<file path="src/design/lms_pkg.sv">
// Package for the 3x3 local-maximum suppression block: shared constants,
// register indexes and the job control word between the front and back ends.
// No dependencies.
package lms_pkg;

	localparam int ROW_BITS       = 12;
	localparam int HEIGHT_BITS    = 13;
	localparam int WIDTH_REG_BITS = 7;
	localparam int SLOT_BITS      = 2;
	localparam int COLUMN_OUT_BITS = 6;
	localparam int CFG_INDEX_BITS = 2;
	localparam int CFG_DATA_BITS  = 13;
	localparam int MAX_HEIGHT     = 4096;
	localparam int MIN_SIZE       = 3;
	localparam int RESET_WIDTH    = 64;
	localparam int RESET_HEIGHT   = 64;

	localparam logic [CFG_INDEX_BITS-1:0] REG_WIDTH  = 2'd0;
	localparam logic [CFG_INDEX_BITS-1:0] REG_HEIGHT = 2'd1;
	localparam logic [CFG_INDEX_BITS-1:0] REG_BORDER = 2'd2;

	localparam logic [SLOT_BITS-1:0] SLOT_0 = 2'd0;
	localparam logic [SLOT_BITS-1:0] SLOT_1 = 2'd1;
	localparam logic [SLOT_BITS-1:0] SLOT_2 = 2'd2;

	// One column event for the row being decided.
	typedef struct packed {
		logic [ROW_BITS-1:0]  row;       // row whose positions are decided
		logic [SLOT_BITS-1:0] slot;      // line buffer slot of the row below it
		logic                 row_end;   // last column of the row
		logic                 frame_end; // last pixel of the frame
	} job_ctl_t;

endpackage

</file>
<file path="src/design/lms_pixel_if.sv">
// Input channel of the local-maximum block: one pixel word per handshake.
// Depends on nothing.
interface lms_pixel_if #(
	parameter int PIXEL_BITS = 16
);
	logic                         valid;
	logic                         ready;
	logic signed [PIXEL_BITS-1:0] pixel_value;

	modport source (output valid, output pixel_value, input ready);
	modport sink (input valid, input pixel_value, output ready);
endinterface

</file>
<file path="src/design/lms_result_if.sv">
// Output channel of the local-maximum block: one reported maximum per word.
// Depends on nothing.
interface lms_result_if #(
	parameter int PIXEL_BITS = 16
);
	logic                         valid;
	logic                         ready;
	logic [11:0]                  max_row;
	logic [5:0]                   max_column;
	logic signed [PIXEL_BITS-1:0] max_value;
	logic                         last_of_run;

	modport source (output valid, output max_row, output max_column,
		output max_value, output last_of_run, input ready);
	modport sink (input valid, input max_row, input max_column,
		input max_value, input last_of_run, output ready);
endinterface

</file>
<file path="src/design/local_max_suppression_3x3.sv">
// Flow: a pixel's column job reaches the back end through a two-word queue; it is popped
// with a line buffer read and decided in ST_DEC, with an ST_END step at a row end and an
// ST_FIN step when the job leaves a maximum to report; the result port can stall a decision.
// The back end takes a new job only once it has finished the last one (read-then-decide
// loop); the last pixel of a frame adds a sweep of the bottom row.
// Reset: registers return to width 64, height 64, border mode off; counters and control clear.
module local_max_suppression_3x3 #(
	parameter int MAX_WIDTH  = 64,
	parameter int PIXEL_BITS = 16
) (
	input  logic                               clk,
	input  logic                               arst_n,
	lms_pixel_if.sink                          pixels,
	lms_result_if.source                       maxima,
	input  logic                               cfg_wr_en,
	input  logic [lms_pkg::CFG_INDEX_BITS-1:0] cfg_index,
	input  logic [lms_pkg::CFG_DATA_BITS-1:0]  cfg_data
);
	import lms_pkg::*;

	localparam int CW = $clog2(MAX_WIDTH);
	localparam int WW = $clog2(MAX_WIDTH+1);

	// Front to queue.
	logic [2:0]             line_we;
	logic [CW-1:0]          line_waddr;
	logic [PIXEL_BITS-1:0]  line_wdata;
	logic                   q_push;
	logic [CW-1:0]          q_push_col;
	job_ctl_t               q_push_ctl;
	logic                   q_full;

	// Queue to back.
	logic                   q_valid;
	logic [CW-1:0]          q_col;
	job_ctl_t               q_ctl;
	logic                   q_pop;

	// Shared configuration and back-end line buffer reads.
	logic [WW-1:0]          eff_w;
	logic [HEIGHT_BITS-1:0] eff_h;
	logic                   border;
	logic                   line_re;
	logic [CW-1:0]          line_raddr;
	logic [PIXEL_BITS-1:0]  rd_data [3];
	logic                   frame_done;

	// The front end counts the raster position, writes each pixel into the
	// line buffer of its row and issues one column job per pixel from the
	// second row on.
	lms_front #(.MAX_WIDTH(MAX_WIDTH), .PIXEL_BITS(PIXEL_BITS)) u_front (
		.clk        (clk),
		.arst_n     (arst_n),
		.pixels     (pixels),
		.cfg_wr_en  (cfg_wr_en),
		.cfg_index  (cfg_index),
		.cfg_data   (cfg_data),
		.q_full     (q_full),
		.frame_done (frame_done),
		.line_we    (line_we),
		.line_waddr (line_waddr),
		.line_wdata (line_wdata),
		.q_push     (q_push),
		.q_col      (q_push_col),
		.q_ctl      (q_push_ctl),
		.eff_w      (eff_w),
		.eff_h      (eff_h),
		.border     (border)
	);

	lms_queue #(.MAX_WIDTH(MAX_WIDTH)) u_queue (
		.clk        (clk),
		.arst_n     (arst_n),
		.push       (q_push),
		.push_col   (q_push_col),
		.push_ctl   (q_push_ctl),
		.pop        (q_pop),
		.head_valid (q_valid),
		.head_col   (q_col),
		.head_ctl   (q_ctl),
		.full       (q_full)
	);

	// Three rotating line buffers hold the rows above, at and below the
	// row being decided. The queue depth keeps the front at most two
	// columns ahead, so it never overwrites a column still to be read.
	for (genvar i = 0; i < 3; i++) begin : g_line
		lms_ram #(.WIDTH(PIXEL_BITS), .DEPTH(MAX_WIDTH)) u_line (
			.clk   (clk),
			.we    (line_we[i]),
			.waddr (line_waddr),
			.wdata (line_wdata),
			.re    (line_re),
			.raddr (line_raddr),
			.rdata (rd_data[i])
		);
	end

	// The back end slides the window one column per job, and across the whole
	// bottom row for a frame's last job, decides the centre column and holds
	// one result back so that the final word of each pixel carries last_of_run.
	lms_back #(.MAX_WIDTH(MAX_WIDTH), .PIXEL_BITS(PIXEL_BITS)) u_back (
		.clk        (clk),
		.arst_n     (arst_n),
		.q_valid    (q_valid),
		.q_col      (q_col),
		.q_ctl      (q_ctl),
		.q_pop      (q_pop),
		.eff_w      (eff_w),
		.eff_h      (eff_h),
		.border     (border),
		.line_re    (line_re),
		.line_raddr (line_raddr),
		.rd_data    (rd_data),
		.frame_done (frame_done),
		.maxima     (maxima)
	);
endmodule

</file>
<file path="src/design/lms_ram.sv">
// Generic simple dual-port RAM: one write port, one read port with
// registered read data. No dependencies.
module lms_ram #(
	parameter int WIDTH = 16,
	parameter int DEPTH = 64
) (
	input  logic                     clk,
	input  logic                     we,
	input  logic [$clog2(DEPTH)-1:0] waddr,
	input  logic [WIDTH-1:0]         wdata,
	input  logic                     re,
	input  logic [$clog2(DEPTH)-1:0] raddr,
	output logic [WIDTH-1:0]         rdata
);
	logic [WIDTH-1:0] mem_q [DEPTH];

	always_ff @(posedge clk) begin
		if (we) begin
			mem_q[waddr] <= wdata;
		end
		if (re) begin
			rdata <= mem_q[raddr];
		end
	end
endmodule

</file>
<file path="src/design/lms_queue.sv">
// Two-entry job queue between the front and back ends.
// Depends on lms_pkg.
module lms_queue #(
	parameter int MAX_WIDTH = 64
) (
	input  logic                          clk,
	input  logic                          arst_n,
	input  logic                          push,
	input  logic [$clog2(MAX_WIDTH)-1:0]  push_col,
	input  lms_pkg::job_ctl_t             push_ctl,
	input  logic                          pop,
	output logic                          head_valid,
	output logic [$clog2(MAX_WIDTH)-1:0]  head_col,
	output lms_pkg::job_ctl_t             head_ctl,
	output logic                          full
);
	import lms_pkg::*;

	localparam int CW = $clog2(MAX_WIDTH);

	logic [CW-1:0] col_q [2];
	job_ctl_t      ctl_q [2];
	logic          wr_q;
	logic          rd_q;
	logic [1:0]    count_q;

	assign head_valid = count_q != 2'd0;
	assign full       = count_q == 2'd2;
	assign head_col   = col_q[rd_q];
	assign head_ctl   = ctl_q[rd_q];

	always_ff @(posedge clk) begin
		if (push) begin
			col_q[wr_q] <= push_col;
			ctl_q[wr_q] <= push_ctl;
		end
	end

	always_ff @(posedge clk or negedge arst_n) begin
		if (!arst_n) begin
			wr_q    <= 1'b0;
			rd_q    <= 1'b0;
			count_q <= 2'd0;
		end else begin
			if (push) begin
				wr_q <= ~wr_q;
			end
			if (pop) begin
				rd_q <= ~rd_q;
			end
			if (push && !pop) begin
				count_q <= count_q + 2'd1;
			end else if (pop && !push) begin
				count_q <= count_q - 2'd1;
			end
		end
	end
endmodule

</file>
<file path="src/design/lms_front.sv">
// Front end: configuration registers, raster counters, line buffer writes and
// column jobs for the back end. Depends on lms_pkg and lms_pixel_if.
module lms_front #(
	parameter int MAX_WIDTH  = 64,
	parameter int PIXEL_BITS = 16
) (
	input  logic                                    clk,
	input  logic                                    arst_n,
	lms_pixel_if.sink                               pixels,
	input  logic                                    cfg_wr_en,
	input  logic [lms_pkg::CFG_INDEX_BITS-1:0]      cfg_index,
	input  logic [lms_pkg::CFG_DATA_BITS-1:0]       cfg_data,
	input  logic                                    q_full,
	input  logic                                    frame_done,
	output logic [2:0]                              line_we,
	output logic [$clog2(MAX_WIDTH)-1:0]            line_waddr,
	output logic [PIXEL_BITS-1:0]                   line_wdata,
	output logic                                    q_push,
	output logic [$clog2(MAX_WIDTH)-1:0]            q_col,
	output lms_pkg::job_ctl_t                       q_ctl,
	output logic [$clog2(MAX_WIDTH+1)-1:0]          eff_w,
	output logic [lms_pkg::HEIGHT_BITS-1:0]         eff_h,
	output logic                                    border
);
	import lms_pkg::*;

	localparam int CW = $clog2(MAX_WIDTH);
	localparam int WW = $clog2(MAX_WIDTH+1);
	localparam int RESET_W = (RESET_WIDTH > MAX_WIDTH) ? MAX_WIDTH : RESET_WIDTH;

	logic [WW-1:0]          eff_w_q;
	logic [HEIGHT_BITS-1:0] eff_h_q;
	logic                   border_q;
	logic [CW-1:0]          col_q;
	logic [ROW_BITS-1:0]    row_q;
	logic [SLOT_BITS-1:0]   slot_q;
	logic                   busy_q;

	logic                      acc;
	logic                      last_col;
	logic                      last_row;
	logic [WIDTH_REG_BITS-1:0] w_in;
	logic [HEIGHT_BITS-1:0]    h_in;
	logic                      cfg_hit;

	assign eff_w  = eff_w_q;
	assign eff_h  = eff_h_q;
	assign border = border_q;

	// The front stops while the queue is full and while a frame's bottom
	// row is still being swept by the back end.
	assign pixels.ready = !q_full && !busy_q;
	assign acc          = pixels.valid && pixels.ready;

	assign last_col = WW'(col_q) == eff_w_q - WW'(1);
	assign last_row = HEIGHT_BITS'(row_q) == eff_h_q - HEIGHT_BITS'(1);

	assign w_in    = cfg_data[WIDTH_REG_BITS-1:0];
	assign h_in    = cfg_data;
	assign cfg_hit = cfg_wr_en && (cfg_index == REG_WIDTH || cfg_index == REG_HEIGHT
		|| cfg_index == REG_BORDER);

	always_comb begin
		line_we = 3'b000;
		if (acc) begin
			unique case (slot_q)
				SLOT_0:  line_we = 3'b001;
				SLOT_1:  line_we = 3'b010;
				default: line_we = 3'b100;
			endcase
		end
	end

	assign line_waddr        = col_q;
	assign line_wdata        = pixels.pixel_value;
	assign q_push            = acc && row_q != '0;
	assign q_col             = col_q;
	assign q_ctl.row         = row_q - ROW_BITS'(1);
	assign q_ctl.slot        = slot_q;
	assign q_ctl.row_end     = last_col;
	assign q_ctl.frame_end   = last_col && last_row;

	always_ff @(posedge clk or negedge arst_n) begin
		if (!arst_n) begin
			eff_w_q  <= WW'(RESET_W);
			eff_h_q  <= HEIGHT_BITS'(RESET_HEIGHT);
			border_q <= 1'b0;
			col_q    <= '0;
			row_q    <= '0;
			slot_q   <= SLOT_0;
			busy_q   <= 1'b0;
		end else if (cfg_hit) begin
			case (cfg_index)
				REG_WIDTH: begin
					if (w_in < WIDTH_REG_BITS'(MIN_SIZE)) begin
						eff_w_q <= WW'(MIN_SIZE);
					end else if (int'(w_in) > MAX_WIDTH) begin
						eff_w_q <= WW'(MAX_WIDTH);
					end else begin
						eff_w_q <= WW'(w_in);
					end
				end
				REG_HEIGHT: begin
					if (h_in < HEIGHT_BITS'(MIN_SIZE)) begin
						eff_h_q <= HEIGHT_BITS'(MIN_SIZE);
					end else if (h_in > HEIGHT_BITS'(MAX_HEIGHT)) begin
						eff_h_q <= HEIGHT_BITS'(MAX_HEIGHT);
					end else begin
						eff_h_q <= h_in;
					end
				end
				default: begin
					border_q <= cfg_data[0];
				end
			endcase
			col_q  <= '0;
			row_q  <= '0;
			slot_q <= SLOT_0;
			busy_q <= 1'b0;
		end else begin
			if (frame_done) begin
				busy_q <= 1'b0;
			end
			if (acc) begin
				if (q_push && q_ctl.frame_end) begin
					busy_q <= 1'b1;
				end
				if (last_col) begin
					col_q <= '0;
					if (last_row) begin
						row_q  <= '0;
						slot_q <= SLOT_0;
					end else begin
						row_q  <= row_q + ROW_BITS'(1);
						slot_q <= (slot_q == SLOT_2) ? SLOT_0 : slot_q + SLOT_BITS'(1);
					end
				end else begin
					col_q <= col_q + CW'(1);
				end
			end
		end
	end
endmodule

</file>
<file path="src/design/lms_back.sv">
// Back end: sliding 3x3 window over the line buffers, suppression flags,
// the local-maximum decision and the result register.
// Depends on lms_pkg, lms_ram and lms_result_if.
module lms_back #(
	parameter int MAX_WIDTH  = 64,
	parameter int PIXEL_BITS = 16
) (
	input  logic                                clk,
	input  logic                                arst_n,
	input  logic                                q_valid,
	input  logic [$clog2(MAX_WIDTH)-1:0]        q_col,
	input  lms_pkg::job_ctl_t                   q_ctl,
	output logic                                q_pop,
	input  logic [$clog2(MAX_WIDTH+1)-1:0]      eff_w,
	input  logic [lms_pkg::HEIGHT_BITS-1:0]     eff_h,
	input  logic                                border,
	output logic                                line_re,
	output logic [$clog2(MAX_WIDTH)-1:0]        line_raddr,
	input  logic [PIXEL_BITS-1:0]               rd_data [3],
	output logic                                frame_done,
	lms_result_if.source                        maxima
);
	import lms_pkg::*;

	localparam int CW = $clog2(MAX_WIDTH);
	localparam int WW = $clog2(MAX_WIDTH+1);

	localparam logic [2:0] ST_IDLE = 3'd0;
	localparam logic [2:0] ST_RD   = 3'd1;
	localparam logic [2:0] ST_DEC  = 3'd2;
	localparam logic [2:0] ST_END  = 3'd3;
	localparam logic [2:0] ST_FIN  = 3'd4;

	typedef logic signed [PIXEL_BITS-1:0] pix_t;

	logic [2:0]           state_q;
	logic [CW-1:0]        col_q;
	logic [ROW_BITS-1:0]  row_q;
	logic [SLOT_BITS-1:0] top_q;
	logic [SLOT_BITS-1:0] mid_q;
	logic [SLOT_BITS-1:0] bot_q;
	logic                 botv_q;
	logic                 rend_q;
	logic                 fend_q;
	logic                 flush_q;
	logic                 left_q;
	pix_t                 win_a_q [3];
	pix_t                 win_b_q [3];
	logic                 fa_q;
	logic                 fb_q;
	logic                 pend_v_q;
	logic [ROW_BITS-1:0]  pend_row_q;
	logic [COLUMN_OUT_BITS-1:0] pend_col_q;
	pix_t                 pend_val_q;
	logic                 out_v_q;
	logic [ROW_BITS-1:0]  out_row_q;
	logic [COLUMN_OUT_BITS-1:0] out_col_q;
	pix_t                 out_val_q;
	logic                 out_last_q;

	pix_t    newcol [3];
	logic    flag_rd;
	logic    in_dec;
	logic    in_end;
	logic [CW-1:0] dec_c;
	logic    has_dec;
	logic    lv;
	logic    rv;
	logic    tv;
	logic    sup;
	logic    tested;
	logic    exceed;
	logic    is_max;
	pix_t    centre;
	logic    out_free;
	logic    stall;
	logic    step;
	logic    job_last;
	logic    go_idle;

	function automatic pix_t pick(input logic [SLOT_BITS-1:0] s,
		input logic [PIXEL_BITS-1:0] d0, input logic [PIXEL_BITS-1:0] d1,
		input logic [PIXEL_BITS-1:0] d2);
		pix_t r;
		unique case (s)
			SLOT_0:  r = d0;
			SLOT_1:  r = d1;
			default: r = d2;
		endcase
		return r;
	endfunction

	assign q_pop      = state_q == ST_IDLE && q_valid;
	assign line_re    = q_pop || state_q == ST_RD;
	assign line_raddr = (state_q == ST_IDLE) ? q_col : col_q;

	lms_ram #(.WIDTH(1), .DEPTH(MAX_WIDTH)) u_flags (
		.clk   (clk),
		.we    (step && has_dec),
		.waddr (dec_c),
		.wdata (is_max),
		.re    (line_re),
		.raddr (line_raddr),
		.rdata (flag_rd)
	);

	assign newcol[0] = pick(top_q, rd_data[0], rd_data[1], rd_data[2]);
	assign newcol[1] = pick(mid_q, rd_data[0], rd_data[1], rd_data[2]);
	assign newcol[2] = pick(bot_q, rd_data[0], rd_data[1], rd_data[2]);

	assign in_dec  = state_q == ST_DEC;
	assign in_end  = state_q == ST_END;
	assign dec_c   = in_dec ? col_q - CW'(1) : col_q;
	assign has_dec = in_end || (in_dec && col_q != '0);
	assign lv      = dec_c != '0;
	assign rv      = in_dec;
	assign tv      = row_q != '0;
	assign centre  = win_b_q[1];

	// Flags of the row above are meaningful only once a row of this frame
	// has been decided, which is exactly when the row above exists.
	assign sup = (fa_q && lv && tv) || (fb_q && tv) || (flag_rd && rv && tv)
		|| (left_q && lv);

	assign tested = border || (tv && lv
		&& (HEIGHT_BITS'(row_q) + HEIGHT_BITS'(2) <= eff_h)
		&& ((WW+1)'(dec_c) + (WW+1)'(2) <= (WW+1)'(eff_w)));

	always_comb begin
		logic rowv;
		exceed = 1'b0;
		for (int i = 0; i < 3; i++) begin
			rowv = (i == 0) ? tv : ((i == 2) ? botv_q : 1'b1);
			if (rowv && lv && win_a_q[i] > centre) exceed = 1'b1;
			if (rowv && i != 1 && win_b_q[i] > centre) exceed = 1'b1;
			if (rowv && rv && newcol[i] > centre) exceed = 1'b1;
		end
	end

	assign is_max   = has_dec && tested && !sup && !exceed;
	assign out_free = !out_v_q || maxima.ready;
	assign stall    = is_max && pend_v_q && !out_free;
	assign step     = (in_dec || in_end) && !stall;

	// Last decision of the job this step: plain column, or row end without
	// a frame flush still to come.
	assign job_last = step && ((in_dec && !flush_q && !rend_q)
		|| (in_end && !(fend_q && !flush_q)));
	assign go_idle  = (job_last && !(pend_v_q || is_max))
		|| (state_q == ST_FIN && out_free);
	assign frame_done = go_idle && flush_q;

	assign maxima.valid       = out_v_q;
	assign maxima.max_row     = out_row_q;
	assign maxima.max_column  = out_col_q;
	assign maxima.max_value   = out_val_q;
	assign maxima.last_of_run = out_last_q;

	always_ff @(posedge clk) begin
		if (q_pop) begin
			col_q  <= q_col;
			row_q  <= q_ctl.row;
			bot_q  <= q_ctl.slot;
			mid_q  <= (q_ctl.slot == SLOT_0) ? SLOT_2 : q_ctl.slot - SLOT_BITS'(1);
			top_q  <= (q_ctl.slot == SLOT_2) ? SLOT_0 : q_ctl.slot + SLOT_BITS'(1);
			botv_q <= 1'b1;
			rend_q <= q_ctl.row_end;
			fend_q <= q_ctl.frame_end;
		end
		if (step) begin
			if (in_dec) begin
				win_a_q <= win_b_q;
				win_b_q <= newcol;
				fa_q    <= fb_q;
				fb_q    <= flag_rd;
				if (flush_q && WW'(col_q) != eff_w - WW'(1)) begin
					col_q <= col_q + CW'(1);
				end
			end else if (fend_q && !flush_q) begin
				// Bottom row sweep: the decided row moves down by one.
				row_q  <= row_q + ROW_BITS'(1);
				top_q  <= mid_q;
				mid_q  <= bot_q;
				botv_q <= 1'b0;
				col_q  <= '0;
			end
			if (has_dec) begin
				left_q <= is_max;
			end
			if (is_max) begin
				pend_row_q <= row_q;
				pend_col_q <= COLUMN_OUT_BITS'(dec_c);
				pend_val_q <= centre;
			end
		end
		if (step && is_max && pend_v_q) begin
			out_row_q  <= pend_row_q;
			out_col_q  <= pend_col_q;
			out_val_q  <= pend_val_q;
			out_last_q <= 1'b0;
		end else if (state_q == ST_FIN && out_free) begin
			out_row_q  <= pend_row_q;
			out_col_q  <= pend_col_q;
			out_val_q  <= pend_val_q;
			out_last_q <= 1'b1;
		end
	end

	always_ff @(posedge clk or negedge arst_n) begin
		if (!arst_n) begin
			state_q  <= ST_IDLE;
			flush_q  <= 1'b0;
			pend_v_q <= 1'b0;
			out_v_q  <= 1'b0;
		end else begin
			if ((step && is_max && pend_v_q) || (state_q == ST_FIN && out_free)) begin
				out_v_q <= 1'b1;
			end else if (maxima.ready) begin
				out_v_q <= 1'b0;
			end
			if (step && is_max) begin
				pend_v_q <= 1'b1;
			end else if (state_q == ST_FIN && out_free) begin
				pend_v_q <= 1'b0;
			end
			if (go_idle) begin
				flush_q <= 1'b0;
			end
			unique case (state_q)
				ST_IDLE: begin
					if (q_pop) begin
						state_q <= ST_DEC;
					end
				end
				ST_RD: begin
					state_q <= ST_DEC;
				end
				ST_DEC: begin
					if (step) begin
						if (job_last) begin
							state_q <= go_idle ? ST_IDLE : ST_FIN;
						end else if (!flush_q || WW'(col_q) == eff_w - WW'(1)) begin
							state_q <= ST_END;
						end else begin
							state_q <= ST_RD;
						end
					end
				end
				ST_END: begin
					if (step) begin
						if (job_last) begin
							state_q <= go_idle ? ST_IDLE : ST_FIN;
						end else begin
							flush_q <= 1'b1;
							state_q <= ST_RD;
						end
					end
				end
				ST_FIN: begin
					if (out_free) begin
						state_q <= ST_IDLE;
					end
				end
				default: begin
					state_q <= ST_IDLE;
				end
			endcase
		end
	end
endmodule
</file>
<file path="src/flat_wrapper.sv">
// flat-port wrapper written by rule: the top's interface ports become plain ports
module local_max_suppression_3x3_flat import lms_pkg::*;
#(
	parameter int MAX_WIDTH  = 64,
	parameter int PIXEL_BITS = 16
)
  (clk, arst_n, cfg_wr_en, cfg_index, cfg_data, pixels_valid, pixels_pixel_value, pixels_ready, maxima_valid, maxima_max_row, maxima_max_column, maxima_max_value, maxima_last_of_run, maxima_ready);
  lms_pixel_if #(.PIXEL_BITS(PIXEL_BITS)) pixels_i ();
  lms_result_if #(.PIXEL_BITS(PIXEL_BITS)) maxima_i ();
  input  logic clk;
  input  logic arst_n;
  input  logic cfg_wr_en;
  input  logic [lms_pkg::CFG_INDEX_BITS-1:0] cfg_index;
  input  logic [lms_pkg::CFG_DATA_BITS-1:0] cfg_data;
  input wire logic [$bits(pixels_i.valid)-1:0] pixels_valid;
  input wire logic [$bits(pixels_i.pixel_value)-1:0] pixels_pixel_value;
  output wire logic [$bits(pixels_i.ready)-1:0] pixels_ready;
  output wire logic [$bits(maxima_i.valid)-1:0] maxima_valid;
  output wire logic [$bits(maxima_i.max_row)-1:0] maxima_max_row;
  output wire logic [$bits(maxima_i.max_column)-1:0] maxima_max_column;
  output wire logic [$bits(maxima_i.max_value)-1:0] maxima_max_value;
  output wire logic [$bits(maxima_i.last_of_run)-1:0] maxima_last_of_run;
  input wire logic [$bits(maxima_i.ready)-1:0] maxima_ready;
  assign pixels_i.valid = pixels_valid;
  assign pixels_i.pixel_value = pixels_pixel_value;
  assign pixels_ready = pixels_i.ready;
  assign maxima_valid = maxima_i.valid;
  assign maxima_max_row = maxima_i.max_row;
  assign maxima_max_column = maxima_i.max_column;
  assign maxima_max_value = maxima_i.max_value;
  assign maxima_last_of_run = maxima_i.last_of_run;
  assign maxima_i.ready = maxima_ready;
  local_max_suppression_3x3 #(.MAX_WIDTH(MAX_WIDTH), .PIXEL_BITS(PIXEL_BITS)) u_core (.clk(clk), .arst_n(arst_n), .pixels(pixels_i), .maxima(maxima_i), .cfg_wr_en(cfg_wr_en), .cfg_index(cfg_index), .cfg_data(cfg_data));
endmodule
</file>
<file path="config.mk">
export PLATFORM = sky130hd
export DESIGN_NAME = local_max_suppression_3x3_flat
export DESIGN_NICKNAME = d
export VERILOG_FILES = /design/src/design/lms_pkg.sv /design/src/design/lms_pixel_if.sv /design/src/design/lms_result_if.sv /design/src/design/local_max_suppression_3x3.sv /design/src/design/lms_ram.sv /design/src/design/lms_queue.sv /design/src/design/lms_front.sv /design/src/design/lms_back.sv /design/src/flat_wrapper.sv
export SDC_FILE = /design/constraint.sdc
export NUM_CORES = 2
export LEC_CHECK = 0
export ABC_AREA = 1
export BUFFER_PORTS_ARGS = -buffer_cell sky130_fd_sc_hd__buf_4
export CAP_MARGIN = 10
export CORE_UTILIZATION = 56
export CTS_BUF_LIST = sky130_fd_sc_hd__clkbuf_8
export CTS_CLUSTER_SIZE = 30
export DETAILED_ROUTE_END_ITERATION = 16
export PLACE_DENSITY = 0.72
export SLEW_MARGIN = 20
export SYNTH_ARGS = -nofsm -noshare
export SYNTH_HDL_FRONTEND = slang
export SYNTH_SLANG_ARGS = --single-unit
</file>
<file path="constraint.sdc">
create_clock -name clk -period 11.6 [get_ports clk]
set_clock_uncertainty 0.05 [all_clocks]
set_input_delay 0.58 -clock clk [delete_from_list [all_inputs] [get_ports clk]]
set_output_delay 0.58 -clock clk [all_outputs]
set_load 0.1 [all_outputs]
</file>
# ---- Word-level counts from Yosys, hierarchy flattened
# Memories as Yosys holds them, arrays and structs flattened. A register that Yosys moved wholly into a read port is not among the register bits.
# Cells that the tools add are included.
dict set report op_classes {
  mux 93
  addsub 15
  bitwise 3
  eq_ne 21
  n_reduce_logical 103
  magnitude_cmp 14
}
# op n
set op_table {}
lappend op_table {{$gt A16 B16 Y1} 8}
lappend op_table {{$mux W12} 10}
lappend op_table {{$pmux W16 S2} 3}
lappend op_table {{$mux W6} 12}
lappend op_table {{$logic_and A1 B1 Y1} 48}
lappend op_table {{$mux W2} 18}
lappend op_table {{$mux W1} 34}
lappend op_table {{$mux W16} 2}
lappend op_table {{$mux W13} 2}
lappend op_table {{$add A12 B1 Y12 const B} 2}
lappend op_table {{$mux W3} 8}
lappend op_table {{$reduce_bool A12 Y1} 2}
lappend op_table {{$logic_or A1 B1 Y1} 15}
lappend op_table {{$pmux W3 S5} 1}
lappend op_table {{$eq A6 B7 Y1} 2}
lappend op_table {{$mux W7} 2}
lappend op_table {{$reduce_and A2 Y1} 7}
lappend op_table {{$reduce_bool A2 Y1} 7}
lappend op_table {{$add A12 B2 Y13 const B} 1}
lappend op_table {{$eq A12 B13 Y1} 1}
lappend op_table {{$gt A13 B13 Y1 const B} 1}
lappend op_table {{$le A13 B13 Y1} 1}
lappend op_table {{$logic_not A1 Y1} 13}
lappend op_table {{$lt A13 B2 Y1 const B} 1}
lappend op_table {{26 further kinds} 48}
dict set report totals {
  elab_cells 293
  reg_bits 247
  n_memories 6
  in_bits 36
  mem_bits_rw 3180
  out_inout_bits 37
}
# memory depth word_bits read_ports rd_clocked_by_memory_dff wr line_no
set mem_list {}
lappend mem_list {{u_core.g_line[0].u_line.mem_q} 64 16 1 1 1 lms_ram.sv:15} ;# logic [WIDTH-1:0] mem_q [DEPTH];
lappend mem_list {{u_core.g_line[1].u_line.mem_q} 64 16 1 1 1 lms_ram.sv:15}
lappend mem_list {{u_core.g_line[2].u_line.mem_q} 64 16 1 1 1 lms_ram.sv:15}
lappend mem_list {u_core.u_back.u_flags.mem_q 64 1 1 1 1 lms_ram.sv:15}
lappend mem_list {u_core.u_queue.ctl_q 2 16 1 0 1 lms_queue.sv:22} ;# job_ctl_t ctl_q [2];
lappend mem_list {u_core.u_queue.col_q 2 6 1 0 1 lms_queue.sv:21} ;# logic [CW-1:0] col_q [2];

# ---- Longest topological paths before layout
dict set report logic_depth {
  ltp_word 27
  ltp_mapped 30
  mapped_depth_nobuf 29
}

# ---- By module
# A second synthesis with hierarchy kept.
dict set report hier_totals {
  hier_cells 12724
  area_unflattened_um2 147111.1
}
# module n_inst cells_per_inst seq_area_each_um2 area_per_inst_um2
set modules_own_cells {}
lappend modules_own_cells {{lms_ram (u_core.g_line[0].u_line ...)} 3 3517 31230.0 42259.3}
lappend modules_own_cells {lms_back 1 1264 5765.5 12085.3}
lappend modules_own_cells {lms_front 1 502 1053.5 3394.5}
lappend modules_own_cells {{lms_ram (u_core.u_back.u_flags)} 1 314 1951.9 3055.4}
lappend modules_own_cells {lms_queue 1 93 1421.4 1798.0}

# ---- Least setup slack after synthesis
# No wires, ideal clock.
dict set report synth_timing {
  path_kind {reg-to-reg}
  startpoint {register u_core.u_back.col_q[0]}
  endpoint {register u_core.u_back.win_b_q, in the netlist u_core.u_back.centre[0], enable pin}
  slack_ns 4.029
  stages_incl_launch_ff 22
  path_buffers 1
  required_time_ns 10.995
  arrival_time_ns 6.966
  synth_period_minus_slack_ns 7.571
  setup_ns 0.555
  cell_sequence {dfxtp_1 > clkbuf_2 > inv_1 > ha_1 > nand2_1 > o21ai_1 > inv_1 > ha_1 > a31oi_1 > a21oi_1 > ha_1 > nand2_1 > o21a_1 > nand2_1 > nand2_1 > nand4_1 > nand2_1 > clkinv_1 > a21oi_2 > nand3_4 > nand2_4 > nor2_1}
}
dict set report synth_between {
  elab_chain_cells 20
  word_cells_on_any_way 40
  classes_between {2 x add/sub; 1 x order compare; 9 x mux; 28 x reduce/logical}
}
# element line_no
set synth_rtl {}
lappend synth_rtl {{start: declaration} lms_back.sv:37} ;# logic [CW-1:0] col_q;
lappend synth_rtl {{start signal: assignment} lms_back.sv:161} ;# col_q <= q_col;
lappend synth_rtl {{start signal: assignment} lms_back.sv:177} ;# col_q <= col_q + CW'(1);
lappend synth_rtl {{$sub A6 B1 Y6 (*)} lms_back.sv:113} ;# assign dec_c = in_dec ? col_q - CW'(1) : col_q;
lappend synth_rtl {{$mux W6 (*)} lms_back.sv:113}
lappend synth_rtl {{named net u_core.u_back.dec_c[1]} lms_back.sv:65} ;# logic [CW-1:0] dec_c;
lappend synth_rtl {{parallel branches: the longest is 12 deep, another holds $add A6 B2 Y7} --}
lappend synth_rtl {{$logic_and A1 B1 Y1 (*)} lms_back.sv:140} ;# assign is_max = has_dec && tested && !sup && !exceed;
lappend synth_rtl {{$logic_and A1 B1 Y1 (*) (2 in a row)} lms_back.sv:142} ;# assign stall = is_max && pend_v_q && !out_free;
lappend synth_rtl {{$logic_not A1 Y1 (*)} lms_back.sv:143} ;# assign step = (in_dec || in_end) && !stall;
lappend synth_rtl {{$logic_and A1 B1 Y1 (*)} lms_back.sv:143}
lappend synth_rtl {{$reduce_and A2 Y1 (no line) (*)} --}
lappend synth_rtl {{end signal: assignment} lms_back.sv:173} ;# win_b_q <= newcol;
lappend synth_rtl {{end: declaration} lms_back.sv:48} ;# pix_t win_b_q [3];
# Mark *: on every way through the listed nets, which the timed path passes.
# A chain may end at the register's enable or synchronous reset.

# ---- Worst setup path after layout
dict set report layout_timing {
  startpoint {register u_core.u_queue.rd_q}
  endpoint {register u_core.g_line[0].u_line.rdata[3] (read register of u_core.g_line[0].u_line.mem_q), data pin}
}
dict set report layout_between {
  elab_chain_cells 2
}
# element line_no
set layout_rtl {}
lappend layout_rtl {{start: declaration} lms_queue.sv:24} ;# logic rd_q;
lappend layout_rtl {{start signal: assignment} lms_queue.sv:49} ;# rd_q <= ~rd_q;
lappend layout_rtl {{$mem_v2 Z2 W6} --}
lappend layout_rtl {{$mux W6} lms_back.sv:95} ;# assign line_raddr = (state_q == ST_IDLE) ? q_col : col_q;
lappend layout_rtl {{end: declaration} lms_ram.sv:13} ;# output logic [WIDTH-1:0] rdata
# No other way between the ends.

==> metrics.cfg <==
[outcome]
status=completed

[setup_path]
rr_worst_depth=12
reg2reg_from=u_core.u_queue.rd_q
startpoint_type=flop
timing.rr.end=u_core.g_line[0].u_line.rdata[3]
cp.required_ps=12440
cp.arrival_ps=7360
rrSetupSlack_ps=5080
worst_setup_path_end_kind=flop
crit_fanout=219
criticalPathCategory=flop to flop

[floorplan]
fp.coreArea_um2=249000
die_x_um=503
start_util_pct=56.5
io_pins=73
fp.dieH_um=503
rows=183
dieArea_um2=253000

[worst_hold_path]
min_path_type=input port to flop
min-delay-start=pixels_pixel_value[15]
hold_end=u_core.g_line[0].u_line.mem_q[31][15]
min_path_cells=1

[sta]
fmax_ghz=0.153
slew_headroom_pct=14.1
post-route-period-util_pct=56.2
setup_viol=0
worstMarginPinSlew_ps=1290
rsz0062_at_grt=no
hold_viol_final=0
tns_ps=0
final.min_clock_period_ps=6520
drv_slew=0
holdWs_ps=77.0

[logic_synthesis]
ys_top_cells_by_area=edfxtp_1 (73%), o21ai_0 (7.1%), nor2_1 (6.3%)
synth.ff_latch_count=3476
synth-async-reset-ratio_pct=1.50
syn-num-nets=11200
ys_seq_area_share_pct=73.8
synth_area_um2=141000
avgSynthCellArea_um2=12.8
synth.distinct_cells=52
synth-main-ff-cell=edfxtp_1
yosysTopAreaCell=edfxtp_1
syn_inst=11000
yosysMostFrequentCell=edfxtp_1
synth.top_cells.by_count=edfxtp_1 (3400), nor2_1 (2348), o21ai_0 (1990), o22ai_1 (841), clkbuf_1 (649)
synth_top_area_share_pct=72.6
yosysWarnings=0
synth_edf_count=3400

[global_routing]
grt_pass1_wl_um=588000
grt_max_degree=229
gr-total-overflow=0
grtUsageTotal_pct=31.5
antenna_found_initial=13
grt_pass1_vias=91300

[route]
post_drt_wl_per_cell_um=27.2
route.detailed.drc=0
drt-vias-per-instance=6.47
final_antenna_net_count=0
drt-initial-drc-count=14700
dr_total_vias=96700
met1_length_um=149000
met3WireLength_um=50600
firstDrtPassIters=6
dr.max_layer_used=met5
met2WireLength_um=185000
routed_wl_um=406000

[power_and_ir_drop]
p_leak_nw=51.3
vdd_drop_max_uv=400
p_per_area_nw_per_um2=292

[clock_network]
clk_latency_ps=1110
cts_setup_buffers=0
clk_pin_slew_ps=60
cts_tree=built
numClockSinks=3476
clock-root-buffer=clkbuf_8
cts_buffers=565
clockBufferDepth=4
cts_resized=0
cts_htree_levels=6

[place]
port_buffers=72
gp_congestion=0.907
hpwl_um=223000

[run]
drv_cap=0

[layout]
synthToLayoutAreaGrowth_pct=10.6
nNetsFinal=11400
drive_above_1_share_pct=9.75

## worst max path at each step
stage,slack [ps],startpoint,end
floorplan,4030,u_core.u_back.col_q[0],u_core.u_back.centre[0]
global placement,5660,u_core.u_queue.rd_q,u_core.g_line[0].u_line.rdata[3]
detailed placement,5560,u_core.u_queue.rd_q,u_core.g_line[0].u_line.rdata[3]
CTS,5520,u_core.u_queue.rd_q,u_core.g_line[0].u_line.rdata[3]
global route,4990,u_core.u_queue.rd_q,u_core.g_line[0].u_line.rdata[3]
finish,5080,u_core.u_queue.rd_q,u_core.g_line[0].u_line.rdata[3]
## logic make-up (layout without fill, tap and decap cells)
family | after synthesis | after routing | share of synthesized area, %
adder cells (fa/ha/maj) | 168 | 168 | 1.49
AND/OR/NAND/NOR | 3050 | 3050 | 8.57
flip-flops | 3476 | 3476 | 73.8
multiplexers | 6 | 6 | 0.0427
AO/OA/AOI/OAI | 3281 | 3281 | 13.1
other | 0 | 7 | 0
XOR/XNOR | 61 | 61 | 0.380
buffers and inverters | 965 | 1581 | 2.62
## state kept, by name, indices dropped and copies added, names as in the netlist, 7 cells and up
| register | count |
|---|---|
| u_core.u_front.row_q | 12 |
| u_core.g_line.u_line.mem_q | 3072 |
| u_core.u_back.pend_row_q | 12 |
| u_core.u_back.pend_val_q | 16 |
| u_core.u_back.u_flags.mem_q | 64 |
| u_core.u_back.row_q | 12 |
| u_core.u_back.maxima.max_value | 16 |
| u_core.u_back.centre | 16 |
| u_core.u_queue.col_q | 12 |
| u_core.g_line.u_line.rdata | 48 |
| u_core.u_queue.ctl_q | 32 |
| u_core.u_back.maxima.max_row | 12 |
| u_core.u_front.eff_w | 7 |
| u_core.u_back.win_b_q | 32 |
| u_core.u_back.win_a_q | 48 |
| u_core.u_front.eff_h | 13 |
## timing repair
item	4_1_cts	5_1_grt
hold buffers	53	0
hold endpoints to repair	769	0
endpoints found under the setup margin	0	0
## final cells by class
cell class	count	area, um2
Sequential cell	3476	104000
Clock inverter	368	1760
Timing Repair Buffer	402	3460
Fill cell	18300	93400
Tap cell	3330	4170
Multi-Input combinational cell	6566	33500
Clock buffer	578	7960
Antenna cell	7	17.5
Inverter	233	908
## worst max-delay path, stage by stage (launching register included)
cell and delay [ps]:
dfrtp_1 980, mux2i_1 290, o21ai_4 480, buf_4 570
buf_12 350, buf_16 430, buf_12 720, o21ai_0 170
o22ai_1 360, nor2_1 110, o221ai_1 370, nand3_1 460
nand2_1 440
## layer usage
metal | global-route usage, % | vias to the layer above
li1 | - | 41500
met1 | 42.7 | 47300
met2 | 48.2 | 6897
met3 | 6.81 | 995
met4 | 16.0 | 4
met5 | 0 | -
## per-stage QoR
stage / cells / area (um2) / util (%) / power [mW] / setup slack (ps)
floorplan: 11000 / 141000 / - / 28.1 / 4030
global placement: 14000 / 145000 / 58.3 / 35.0 / 5660
detailed placement: 14000 / 145000 / 58.3 / 35.5 / 5560
CTS: 15000 / 156000 / 62.4 / 44.9 / 5520
global route: 15000 / 156000 / 62.5 / 47.5 / 4990
finish: 15000 / 156000 / 62.5 / 45.5 / 5080
## where the power goes
part / internal [mW] / switching (mW)
clock network: 4.78 / 4.67
logic: 5.36 / 15.6
registers: 14.6 / 0.509
total: 24.7 / 20.8
## placed cells by master (no fill, tap or decap), types with 7 or more instances in the layout
master | synthesis | layout
o211ai_1 | 28 | 28
clkinv_2 | 0 | 45
xor2_1 | 51 | 51
nand4_1 | 36 | 36
nand3_4 | 9 | 10
o221ai_1 | 196 | 196
clkbuf_8 | 0 | 578
inv_6 | 0 | 10
buf_4 | 2 | 316
inv_1 | 226 | 409
nor2_2 | 4 | 46
nand2_1 | 413 | 412
ha_1 | 168 | 168
nor2_4 | 2 | 22
clkinv_1 | 3 | 106
nor2_1 | 2348 | 2286
o21ai_0 | 1990 | 1988
nor3_1 | 38 | 32
diode_2 | 0 | 7
buf_6 | 0 | 16
xnor2_1 | 10 | 10
or2_2 | 12 | 12
buf_12 | 0 | 15
a21oi_1 | 137 | 136
o21ai_1 | 51 | 47
o22ai_1 | 841 | 841
clkinvlp_4 | 0 | 17
dfxtp_1 | 24 | 24
nand3_1 | 168 | 166
edfxtp_1 | 3400 | 3400
dlygate4sd3_1 | 0 | 52
bufinv_16 | 0 | 8
dfrtp_1 | 50 | 50
Power figures use the tool's default switching activity.
